==> src/rtl/mtc_pkg.sv <==
// shared types and constants of the markov transition counter
// payload structs of both channels, mode codes, controller states
// depends on nothing
package mtc_pkg;

	// fixed field widths of the channel payloads
	localparam int SYM_FIELD_W = 6;
	localparam int MODE_W      = 2;
	localparam int PROB_W      = 17;
	localparam int FRAC_BITS   = 16;
	localparam int COUNT_OUT_W = 16;
	localparam int TOTAL_OUT_W = 22;

	// token modes
	localparam logic [MODE_W-1:0] MODE_SYMBOL    = 2'd0;
	localparam logic [MODE_W-1:0] MODE_SEPARATOR = 2'd1;
	localparam logic [MODE_W-1:0] MODE_QUERY     = 2'd2;

	typedef struct packed {
		logic [MODE_W-1:0]      mode;
		logic [SYM_FIELD_W-1:0] symbol;
		logic [SYM_FIELD_W-1:0] query_from;
		logic [SYM_FIELD_W-1:0] query_to;
	} mtc_in_t;

	typedef struct packed {
		logic [PROB_W-1:0]      probability;
		logic [COUNT_OUT_W-1:0] pair_count;
		logic [TOTAL_OUT_W-1:0] row_total;
	} mtc_out_t;

	typedef enum logic [2:0] {
		ST_CLEAR,
		ST_IDLE,
		ST_TOKEN,
		ST_QLOAD,
		ST_QDIV,
		ST_QOUT
	} mtc_state_t;

endpackage

==> src/rtl/mtc_div.sv <==
// iterative fractional divider: floor(num * 2^16 / den), one quotient bit a cycle
// expects num <= den; gives 0 for a zero divisor; uses mtc_pkg
module mtc_div
	import mtc_pkg::*;
#(
	parameter int NUM_W = 16,
	parameter int DEN_W = 22
) (
	input  logic              clk,
	input  logic              arst_n,
	input  logic              start,
	input  logic [NUM_W-1:0]  num,
	input  logic [DEN_W-1:0]  den,
	output logic              done,
	output logic [PROB_W-1:0] quot
);

	localparam int STEP_W = $clog2(PROB_W);
	localparam logic [STEP_W-1:0] LAST_STEP = STEP_W'(PROB_W - 1);

	logic              busy_q;
	logic              done_q;
	logic [STEP_W-1:0] step_q;
	logic [DEN_W-1:0]  rem_q;
	logic [DEN_W-1:0]  den_q;
	logic              zero_q;
	logic [PROB_W-1:0] q_q;

	logic [DEN_W:0]    trial;
	logic [DEN_W:0]    diff;
	logic              ge;

	// first step tests the integer bit, later steps shift in a zero
	always_comb begin
		trial = (step_q == '0) ? {1'b0, rem_q} : {rem_q, 1'b0};
		ge    = trial >= {1'b0, den_q};
		diff  = trial - {1'b0, den_q};
	end

	always_ff @(posedge clk or negedge arst_n) begin
		if (!arst_n) begin
			busy_q <= 1'b0;
			done_q <= 1'b0;
			step_q <= '0;
		end else begin
			done_q <= 1'b0;
			if (start) begin
				busy_q <= 1'b1;
				step_q <= '0;
			end else if (busy_q) begin
				if (step_q == LAST_STEP) begin
					busy_q <= 1'b0;
					done_q <= 1'b1;
				end else begin
					step_q <= step_q + 1'b1;
				end
			end
		end
	end

	always_ff @(posedge clk) begin
		if (start) begin
			rem_q  <= DEN_W'(num);
			den_q  <= den;
			zero_q <= (den == '0);
			q_q    <= '0;
		end else if (busy_q) begin
			rem_q <= ge ? diff[DEN_W-1:0] : trial[DEN_W-1:0];
			q_q   <= {q_q[PROB_W-2:0], ge};
		end
	end

	assign done = done_q;
	assign quot = zero_q ? '0 : q_q;

endmodule

==> config.mk <==
export PLATFORM = sky130hd
export DESIGN_NAME = mtc_div
export DESIGN_NICKNAME = d
export VERILOG_FILES = /design/src/rtl/mtc_pkg.sv /design/src/rtl/mtc_div.sv
export SDC_FILE = /design/constraint.sdc
export NUM_CORES = 1
export LEC_CHECK = 0
export BUFFER_PORTS_ARGS = -buffer_cell sky130_fd_sc_hd__buf_2
export CAP_MARGIN = 30
export CORE_MARGIN = 2
export CORE_UTILIZATION = 55
export CTS_BUF_LIST = sky130_fd_sc_hd__clkbuf_8 sky130_fd_sc_hd__clkbuf_16
export DETAILED_ROUTE_END_ITERATION = 10
export GPL_TIMING_DRIVEN = 0
export PLACE_DENSITY = 0.85
export SETUP_SLACK_MARGIN = 0.02
export SYNTH_ARGS = -nofsm -noshare
export SYNTH_HDL_FRONTEND = slang
export SYNTH_SLANG_ARGS = --single-unit
==> constraint.sdc <==
create_clock -name clk -period 6.6 [get_ports clk]
set_input_delay 1.32 -clock clk [delete_from_list [all_inputs] [get_ports clk]]
set_output_delay 1.32 -clock clk [all_outputs]
set_load 0.03 [all_outputs]
After elaboration in Yosys (flattened, before gate mapping)
Index checks and enable logic that the tools add are counted.
W data, S select, Z words.
- register bits: 69
- bits in latches: 0
- memory bits (writable): 0
- bits in read-only memories: 0
- word-level logic and storage cells: 31
- memories kept: 0
- $add $sub $neg: 2
- multipliers: 0
- divide/modulo/power cells: 0
- magnitude comparators: 1
- equality and inequality tests: 2
- shift operators: 0
- muxes and demuxes: 14
- bitwise gates (word level): 0
- reduce and logical (&&, ||, !) cells: 4
- operators with widths (kind ; count):
    $mux W16 ; 2
    $ge A23 B22 Y1 ; 1
    $mux W23 ; 1
    $logic_not A22 Y1 ; 1
    $mux W22 ; 1
    $sub A22 B22 Y22 ; 1
    $mux W17 ; 1
    $mux W5 ; 3
    $mux W1 ; 6
    $add A5 B1 Y5 const B ; 1
    $eq A5 B5 Y1 const B ; 1
    $logic_not A5 Y1 ; 1
    $ne A2 B2 Y1 const B ; 1
    $reduce_and A2 Y1 ; 1
    $reduce_bool A2 Y1 ; 1

Longest topological paths before layout
Gate-level depths: netlist of run 1.
- depth in word-level cells: 6
- mapped depth: 16
- mapped depth without buffers: 14

Least setup slack after synthesis of run 1
No wires, ideal clock.
- kind: register to register
- start point: reg step_q[0]
- end point: reg rem_q[10] (data pin)
- arrival: 3.299 ns
- slack: 3.040 ns
- stages on the path, launching flop included: 14
- buffers on the path: 1
- cells stage by stage: dfrtp_1 inv_1 ha_1 nor4b_4 buf_2 mux2_2 fa_1 a21oi_1 o211ai_1 a31oi_1 o21ai_0 xnor2_1 a211oi_1 a311o_1
- longest elaborated chain between the ends: 6
- RTL lines (item ; line ; text):
    from (decl) ; mtc_div.sv:23 ; logic [STEP_W-1:0] step_q;
    from (signal assigned) ; mtc_div.sv:55 ; step_q <= step_q + 1'b1;
    $logic_not A5 Y1 (*) ; mtc_div.sv:35 ; trial = (step_q == '0) ? {1'b0, rem_q} : {rem_q, 1'b0};
    $mux W23 (*) ; mtc_div.sv:35 ;
    $sub A22 B22 Y22 / $ge A23 B22 Y1 (equally long branches) ; mtc_div.sv:37, mtc_div.sv:36 ;
    $mux W22 (*) ; mtc_div.sv:68 ; rem_q <= ge ? diff[DEN_W-1:0] : trial[DEN_W-1:0];
    $mux W16 (*) ; mtc_div.sv:67 ; end else if (busy_q) begin
    $mux W16 (*) ; mtc_div.sv:62 ; if (start) begin
    to (signal assigned) ; mtc_div.sv:63 ; rem_q <= DEN_W'(num);
    to (signal assigned) ; mtc_div.sv:68 ;
    to (decl) ; mtc_div.sv:24 ; logic [DEN_W-1:0] rem_q;
Every way passes the cells marked *; elsewhere a longest branch is shown, timed or not. The select of a mux whose other input is x is not followed.
A chain may end at the register's enable or synchronous reset.

Worst setup path in the final report of run 1
Same ends and word-level chain as after synthesis.

==> results of run 1 <==
-- registers in the layout, summed over array words and instances, names as in the netlist --
register / cells
busy_q: 1
step_q: 5
den_q: 22
zero_q: 1
rem_q: 22
q_q: 17
done: 1
-- routing by layer --
layer  track usage (%)  up-vias
met4             9.179        0
met5                 0        -
met1             35.54     1713
met2             38.57      165
met3             4.494       21
li1                  -     1844
-- cells by family after synthesis --
family / share of synthesized area (%)
and+or+nand+nor: 17.00
AOI/OAI and AO/OA: 16.94
DFF: 40.57
buffers and inverters: 5.057
muxes: 8.907
adders and majority gates: 7.193
xor gates and xnor gates: 4.327
-- how the worst max path moves through the flow --
| stage | startpoint | end | slack, ns | cells after the start |
|---|---|---|---|---|
| 2_1_floorplan | step_q[0] | rem_q[10] | 3.04 | 13 |
| 5_1_grt | step_q[0] | rem_q[12] | 2.04 | 13 |
| 3_5_place_dp | step_q[0] | rem_q[10] | 2.41 | 13 |
| 6_report | step_q[0] | rem_q[10] | 2.34 | 13 |
| 3_3_place_gp | step_q[0] | rem_q[6] | 2.49 | 12 |
| 4_1_cts | step_q[0] | rem_q[10] | 2.39 | 13 |
-- cell usage after synthesis (2+ instances only) --
| cell type | instances | share of area (%) |
|---|---|---|
| nor4_1 | 7 | 0.98 |
| a21oi_1 | 29 | 3.3 |
| a31oi_1 | 6 | 0.84 |
| nor2_2 | 2 | 0.28 |
| dfrtp_1 | 7 | 3.9 |
| xor2_1 | 13 | 2.6 |
| a221o_1 | 6 | 1.3 |
| buf_1 | 2 | 0.17 |
| a21boi_0 | 2 | 0.34 |
| buf_4 | 3 | 0.51 |
| a21o_1 | 5 | 0.84 |
| a211o_1 | 4 | 0.79 |
| nand3_1 | 11 | 1.2 |
| nor2_1 | 42 | 3.5 |
| nand2b_1 | 2 | 0.28 |
| and4_1 | 2 | 0.39 |
| ha_1 | 24 | 6.7 |
| mux2i_1 | 16 | 3.6 |
| o31ai_1 | 10 | 1.7 |
| o21bai_1 | 5 | 0.84 |
| buf_2 | 5 | 0.56 |
| dfxtp_1 | 23 | 10 |
| o21a_1 | 3 | 0.51 |
| edfxtp_1 | 39 | 26 |
| nand2_1 | 37 | 3.1 |
| and2_1 | 6 | 0.84 |
| o211ai_1 | 3 | 0.51 |
| mux2_2 | 21 | 5.3 |
| nor3_1 | 11 | 1.2 |
| o21ai_0 | 15 | 1.7 |
| inv_1 | 30 | 2.5 |
| nor2b_1 | 21 | 3.0 |
| a211oi_1 | 4 | 0.67 |
| a41oi_1 | 4 | 0.79 |
| xnor2_1 | 9 | 1.8 |
| clkbuf_1 | 10 | 0.84 |
| nand4_1 | 8 | 1.1 |
-- placed cells by master (no fill, tap or decap), drive strengths merged, types with 2 or more instances in the layout --
cell    synthesis  final
xnor2           9      9
a221o           6      6
edfxtp         39     39
a21o            5      5
a21oi          29     29
nand4           8      8
nor2           44     44
nor4            7      7
buf            11     69
ha             24     24
a41oi           5      5
a31oi           7      7
o31ai          10     10
o21ai          16     16
a21boi          2      2
nor2b          21     21
nor3           11     11
and2            6      6
a211oi          5      5
o21a            3      3
dfrtp           7      7
dfxtp          23     23
o21bai          5      5
inv            31     34
a211o           4      4
mux2i          16     16
nand3          11     11
mux2           21     21
and4            2      2
clkbuf         11     23
nand2b          2      2
xor2           13     13
o211ai          3      3
nand2          37     37
-- critical path, delay by kind of cell, from the launching register on --
kind,cells,cell delay (ns)
DFF,1,0.40
buffers and inverters,2,0.44
AOI/OAI and AO/OA,6,1.48
xor gates and xnor gates,1,0.22
muxes,1,0.41
adders and majority gates,2,0.61
and+or+nand+nor,1,0.44
-- report_power, final --
part	internal (mW)	switching, mW
logic	0.413	0.611
registers	0.545	0.0389
clock network	0.189	0.158
-- area by class of cell --
type                    count  area, µm²
plain buffers              22      108.9
clock buffers              12      187.7
clock inverters             4      18.77
fillers                   655       2690
inverters                  31      116.4
multi-input cells         345       2421
flip-flops and latches     69       1807
well taps                 102      127.6
repair buffers             58      290.3
==> impl_metrics.toml, run 1 <==
[sta]
final-setup-viol-count = 0
period_minus_slack_ns = 4.256
fin_crit_sh_pct = 64.48
max_slew_margin_pct = 56.62
drv_slew = 0
fmax_mhz = 235.0
tns_ns = 0
holdWs_ns = 0.5039
worstMarginPinSlew_ns = 0.6507
timing.final.ws_setup_ns = 2.344
hold_violations = 0
rsz0062_at_grt = "no"
finClkSkew_ns = 0.01124

[die]
fp.dieW_um = 93.98
fp.coreArea_um2 = 7767
initial_core_util_pct = 57.33
die_height_um = 93.98
rows = 32
fp.dieArea_um2 = 8832
ios = 59

[setup_path]
slowest_delay_ns = 0.44
worstPathMaxFanout = 10
crit_path_top_delay_cell = "nor4b_4"
worst-endpoint-required_ns = 6.70
r2r-end = "rem_q[10]"
setup.worst_path.end_class = "flip-flop"
cp.arrival_ns = 4.35
path_cells = "inv_1 > ha_1 > nor4b_4 > buf_2 > mux2_2 > fa_1 > a21oi_1 > o211ai_1 > a31oi_1 > o21ai_0 > xnor2_1 > a211oi_1 > a311o_1"
reg2reg_depth = 13
crit_type = "flip-flop to flip-flop"
ff2ff_setup_slack_ns = 2.34
cp-start-kind = "flip-flop"
reg2reg_from = "step_q[0]"

[routing]
dr.pass1.iters = 4
drtIter0Drc = 274
wl_met3_um = 761
wire_per_inst_um = 15.99
drt_wl_total_um = 10280
m1WireLength_um = 4678
via_per_inst = 5.821
ant_nets = 0
vias = 3743
routed.top_layer = "met4"
drc_errors = 0
met2RoutedLength_um = 4642

[placement]
pre_cts_slack_ns = 2.407
place.gp.congestion = 0.9729
io_buffers = 58
dpl.hpwl_um = 7986
place_area_um2 = 4871
dpl.cell_count = 627

[clock_network]
numCtsBuffers = 9
cts_resized = 0
clk_pin_slew_ns = 0.08
tritoncts = "built"
cts.htree.levels = 3
cts_max_path_buffers = 2
postCtsHoldBufs = 0
cts.sinks = 69
root_buffer = "clkbuf_8"
postCtsSetupBuffers = 0
clk-insertion-delay-late_ns = 0.36

[global_routing]
grt_max_degree = 29
antenna_found_initial = 0
grtUsageTotal_pct = 25.09
grt_pass1_vias = 3578
grt_pass1_wl_um = 17050
overflow = 0

[flow_run]
cap_viol_max_count = 0

[worst_hold_path]
holdPathStages = 2
holdPathEnd = "rem_q[18]"
min_from = "rem_q[18]"
hold_class = "flip-flop to flip-flop"

[synthesis]
synth.distinct_cells = 57
ys.flop_type = "edfxtp_1"
yosysSeqAreaShare_pct = 40.57
netlist_area_um2 = 4453
syn-num-nets = 533
yosys_warnings = 0
synth_edf_count = 39
ys_ff_latch = 69
synth.avg_cell_area_um2 = 9.535
async_reset_ff_share_pct = 10.14
synth_cells = 467

[layout]
final_util_pct = 65.37
layoutNonFillerInstCount = 643
fin_area_um2 = 5077
antennaDiodeCount = 0
syn_to_final_growth_pct = 14.02
drive_gt1_share_pct = 20.52
final_net_count = 602

[power_and_ir_drop]
power_leakage_nw = 2.308
pwr_density_cell_nw_per_um2 = 384.9
irDropWorstVdd_uv = 186.8
total_power_mw = 1.954

[run_status]
status = "completed"
(Power assumes the default switching activity.)
==> run 2: changes to the inputs <==
--- a/config.mk
+++ b/config.mk
@@ -8,7 +8,7 @@
 export BUFFER_PORTS_ARGS = -buffer_cell sky130_fd_sc_hd__buf_2
 export CAP_MARGIN = 30
 export CORE_MARGIN = 2
-export CORE_UTILIZATION = 55
+export CORE_UTILIZATION = 53
 export CTS_BUF_LIST = sky130_fd_sc_hd__clkbuf_8 sky130_fd_sc_hd__clkbuf_16
 export DETAILED_ROUTE_END_ITERATION = 10
 export GPL_TIMING_DRIVEN = 0
==> constraint.sdc (replaced) <==
create_clock -name clk -period 3.6 [get_ports clk]
set_input_delay 0.72 -clock clk [delete_from_list [all_inputs] [get_ports clk]]
set_output_delay 0.72 -clock clk [all_outputs]
set_load 0.03 [all_outputs]
==> run 2 against run 1 <==
Compared with the run above: the flow now finishes with violations (negative setup slack); setup slack lost 2.6 ns; power grew 130%; clock skew grew 0.0053 ns; global-route usage grew 1.4 points; first-iteration DRC count grew 69%; non-clock buffer count grew 28; flip-flop and latch count is the same; via count grew 15%; cell count grew 4.8%; hold slack lost 0.34 ns; critical endpoint is now rem_q[3]; largest power group unchanged; highest routed layer unchanged.
==> impl_metrics.toml, run 2 (same netlist as run 1, synthesis figures left out) <==
[setup_path]
cp-start-kind = "flip-flop"
setup.worst_path.end_class = "flip-flop"
cp.arrival_ns = 3.91
crit_type = "flip-flop to flip-flop"
worst-endpoint-required_ns = 3.70
worstPathMaxFanout = 7

[global_routing]
met1_usage_pct = 35.01
antenna_found_initial = 0
grt_max_degree = 29
grt_pass1_vias = 3773
overflow = 0
grt_pass1_wl_um = 18480
use_met2_pct = 43.94
grtUsageTotal_pct = 26.49
grt_use_met3_pct = 4.427
top_usage_layer = "met2"

[flow_run]
cap_viol_max_count = 0

[layout]
final_cell_mix = "58 x buf_2, 40 x nor2_1, 39 x edfxtp_1"
largestRegisters = "den_q x22, rem_q x22, q_q x17"
drive_gt1_share_pct = 33.57
final_net_count = 630
antennaDiodeCount = 0
syn_to_final_growth_pct = 31.83
layout_commonest_cell = "buf_2"

[sta]
tns_ns = -2.439
max_slew_margin_pct = 52.92
timing.final.ws_setup_ns = -0.2110
period_minus_slack_ns = 3.811
fmax_mhz = 262.4
worstMarginPinSlew_ns = 0.7062
final-setup-viol-count = 23
fin_crit_sh_pct = 105.9
hold_violations = 0
drv_slew = 0
rsz0062_at_grt = "yes"
finClkSkew_ns = 0.01658

[worst_hold_path]
hold_class = "primary input to asynchronous set/reset pin"

[power_and_ir_drop]
combPwrFrac_pct = 60.7
seqPwrFrac_pct = 24.5
power.internal_mw = 2.537
p_switching_mw = 1.909
clkPwrFrac_pct = 14.7
power_leakage_nw = 2.532
irDropWorstVdd_uv = 487.9
p_sw_share_pct = 42.94
pwr_density_cell_nw_per_um2 = 757.4

[die]
fp.dieArea_um2 = 9151
ios = 59
initial_core_util_pct = 54.47
die_height_um = 95.66
fp.coreArea_um2 = 8175
fp.dieW_um = 95.66
rows = 33

[routing]
drtIter0Drc = 464
drt_wl_total_um = 13340
drc_errors = 0
wire_per_inst_um = 19.80
ant_nets = 0
vias = 4304
via_per_inst = 6.386
dr.pass1.iters = 5

[clock_network]
clk_pin_slew_ns = 0.09
cts.htree.levels = 3
root_buffer = "clkbuf_8"
numCtsBuffers = 9
cts_max_path_buffers = 2
postCtsHoldBufs = 0
clk-insertion-delay-late_ns = 0.36
cts.sinks = 69
tritoncts = "built"

[run_status]
violations = "negative setup slack"
status = "finished, violations left"

[placement]
pre_cts_slack_ns = -0.5487
io_buffers = 58
place.gp.congestion = 0.9552
dpl.hpwl_um = 8112
==> run 2: path summary, 6_finish.rpt <==
path | from | end | slack, ns | depth (start not counted)
setup / recovery | step_q[0] | rem_q[3] | -0.21 | 17
hold / removal | arst_n | step_q[1] | 0.17 | 1
setup reg to reg | step_q[0] | rem_q[3] | -0.21 | 17
hold reg to reg | q_q[16] | q_q[16] | 0.51 | 2
max in group asynchronous | arst_n | step_q[0] | 3.27 | 1
min in group clk | q_q[16] | q_q[16] | 0.51 | 2
==> run 2: power by group through the flow <==
stage               Clock (mW)  Combinational, mW  Sequential (mW)
detailed placement           0               1.82             1.09
global route             0.686               2.84             1.10
CTS                      0.652               2.11             1.07
global placement             0               1.79             1.08
finish                   0.654               2.70             1.09
floorplan                    0               1.41             1.06
==> run 2: metrics by stage <==
step	power (mW)	instances	util (%)	hold slack [ns]	area (µm²)
4_1_cts	3.834	660	66.51	0.1749	5438
3_3_place_gp	2.867	630	59.63	0.4691	4875
2_1_floorplan	2.473	467	-	0.4244	4453
6_report	4.446	674	71.81	0.1668	5871
5_1_grt	4.624	674	71.81	0.1732	5871
3_5_place_dp	2.914	630	59.63	0.4825	4875
==> run 2: critical path, stage by stage, from the launching register on <==
cell	delay (ns)
dfrtp_1	0.40
inv_2	0.08
ha_2	0.18
nor4b_4	0.20
buf_6	0.19
buf_8	0.14
mux2_4	0.34
ha_4	0.28
buf_6	0.12
nand4_1	0.16
nor4_2	0.32
a31oi_1	0.13
o21ai_1	0.18
or2_1	0.21
buf_6	0.17
buf_4	0.12
nor3_1	0.06
a221o_1	0.27
==> run 2: layer usage <==
metal  wire [µm]  vias up
li1            -     1901
met1        5245     2007
met2        6284      327
met3        1280       69
met4         533        0
met5           0        -
==> run 2: repair_timing <==
action	in CTS	in global routing
gates resized for setup	43	59
setup endpoints to repair	23	22
pin swaps	10	33
gates cloned	1	2
setup buffers	13	13
==> run 2: area by class of cell <==
cell class / count / area (µm²)
multi-input combinational: 345 / 2861
fill: 546 / 2305
sequential: 69 / 1807
timing repair buffer: 87 / 585.6
clock buffer: 11 / 173.9
buffer: 21 / 157.7
tap: 105 / 131.4
inverter: 31 / 116.4
clock inverter: 5 / 37.54
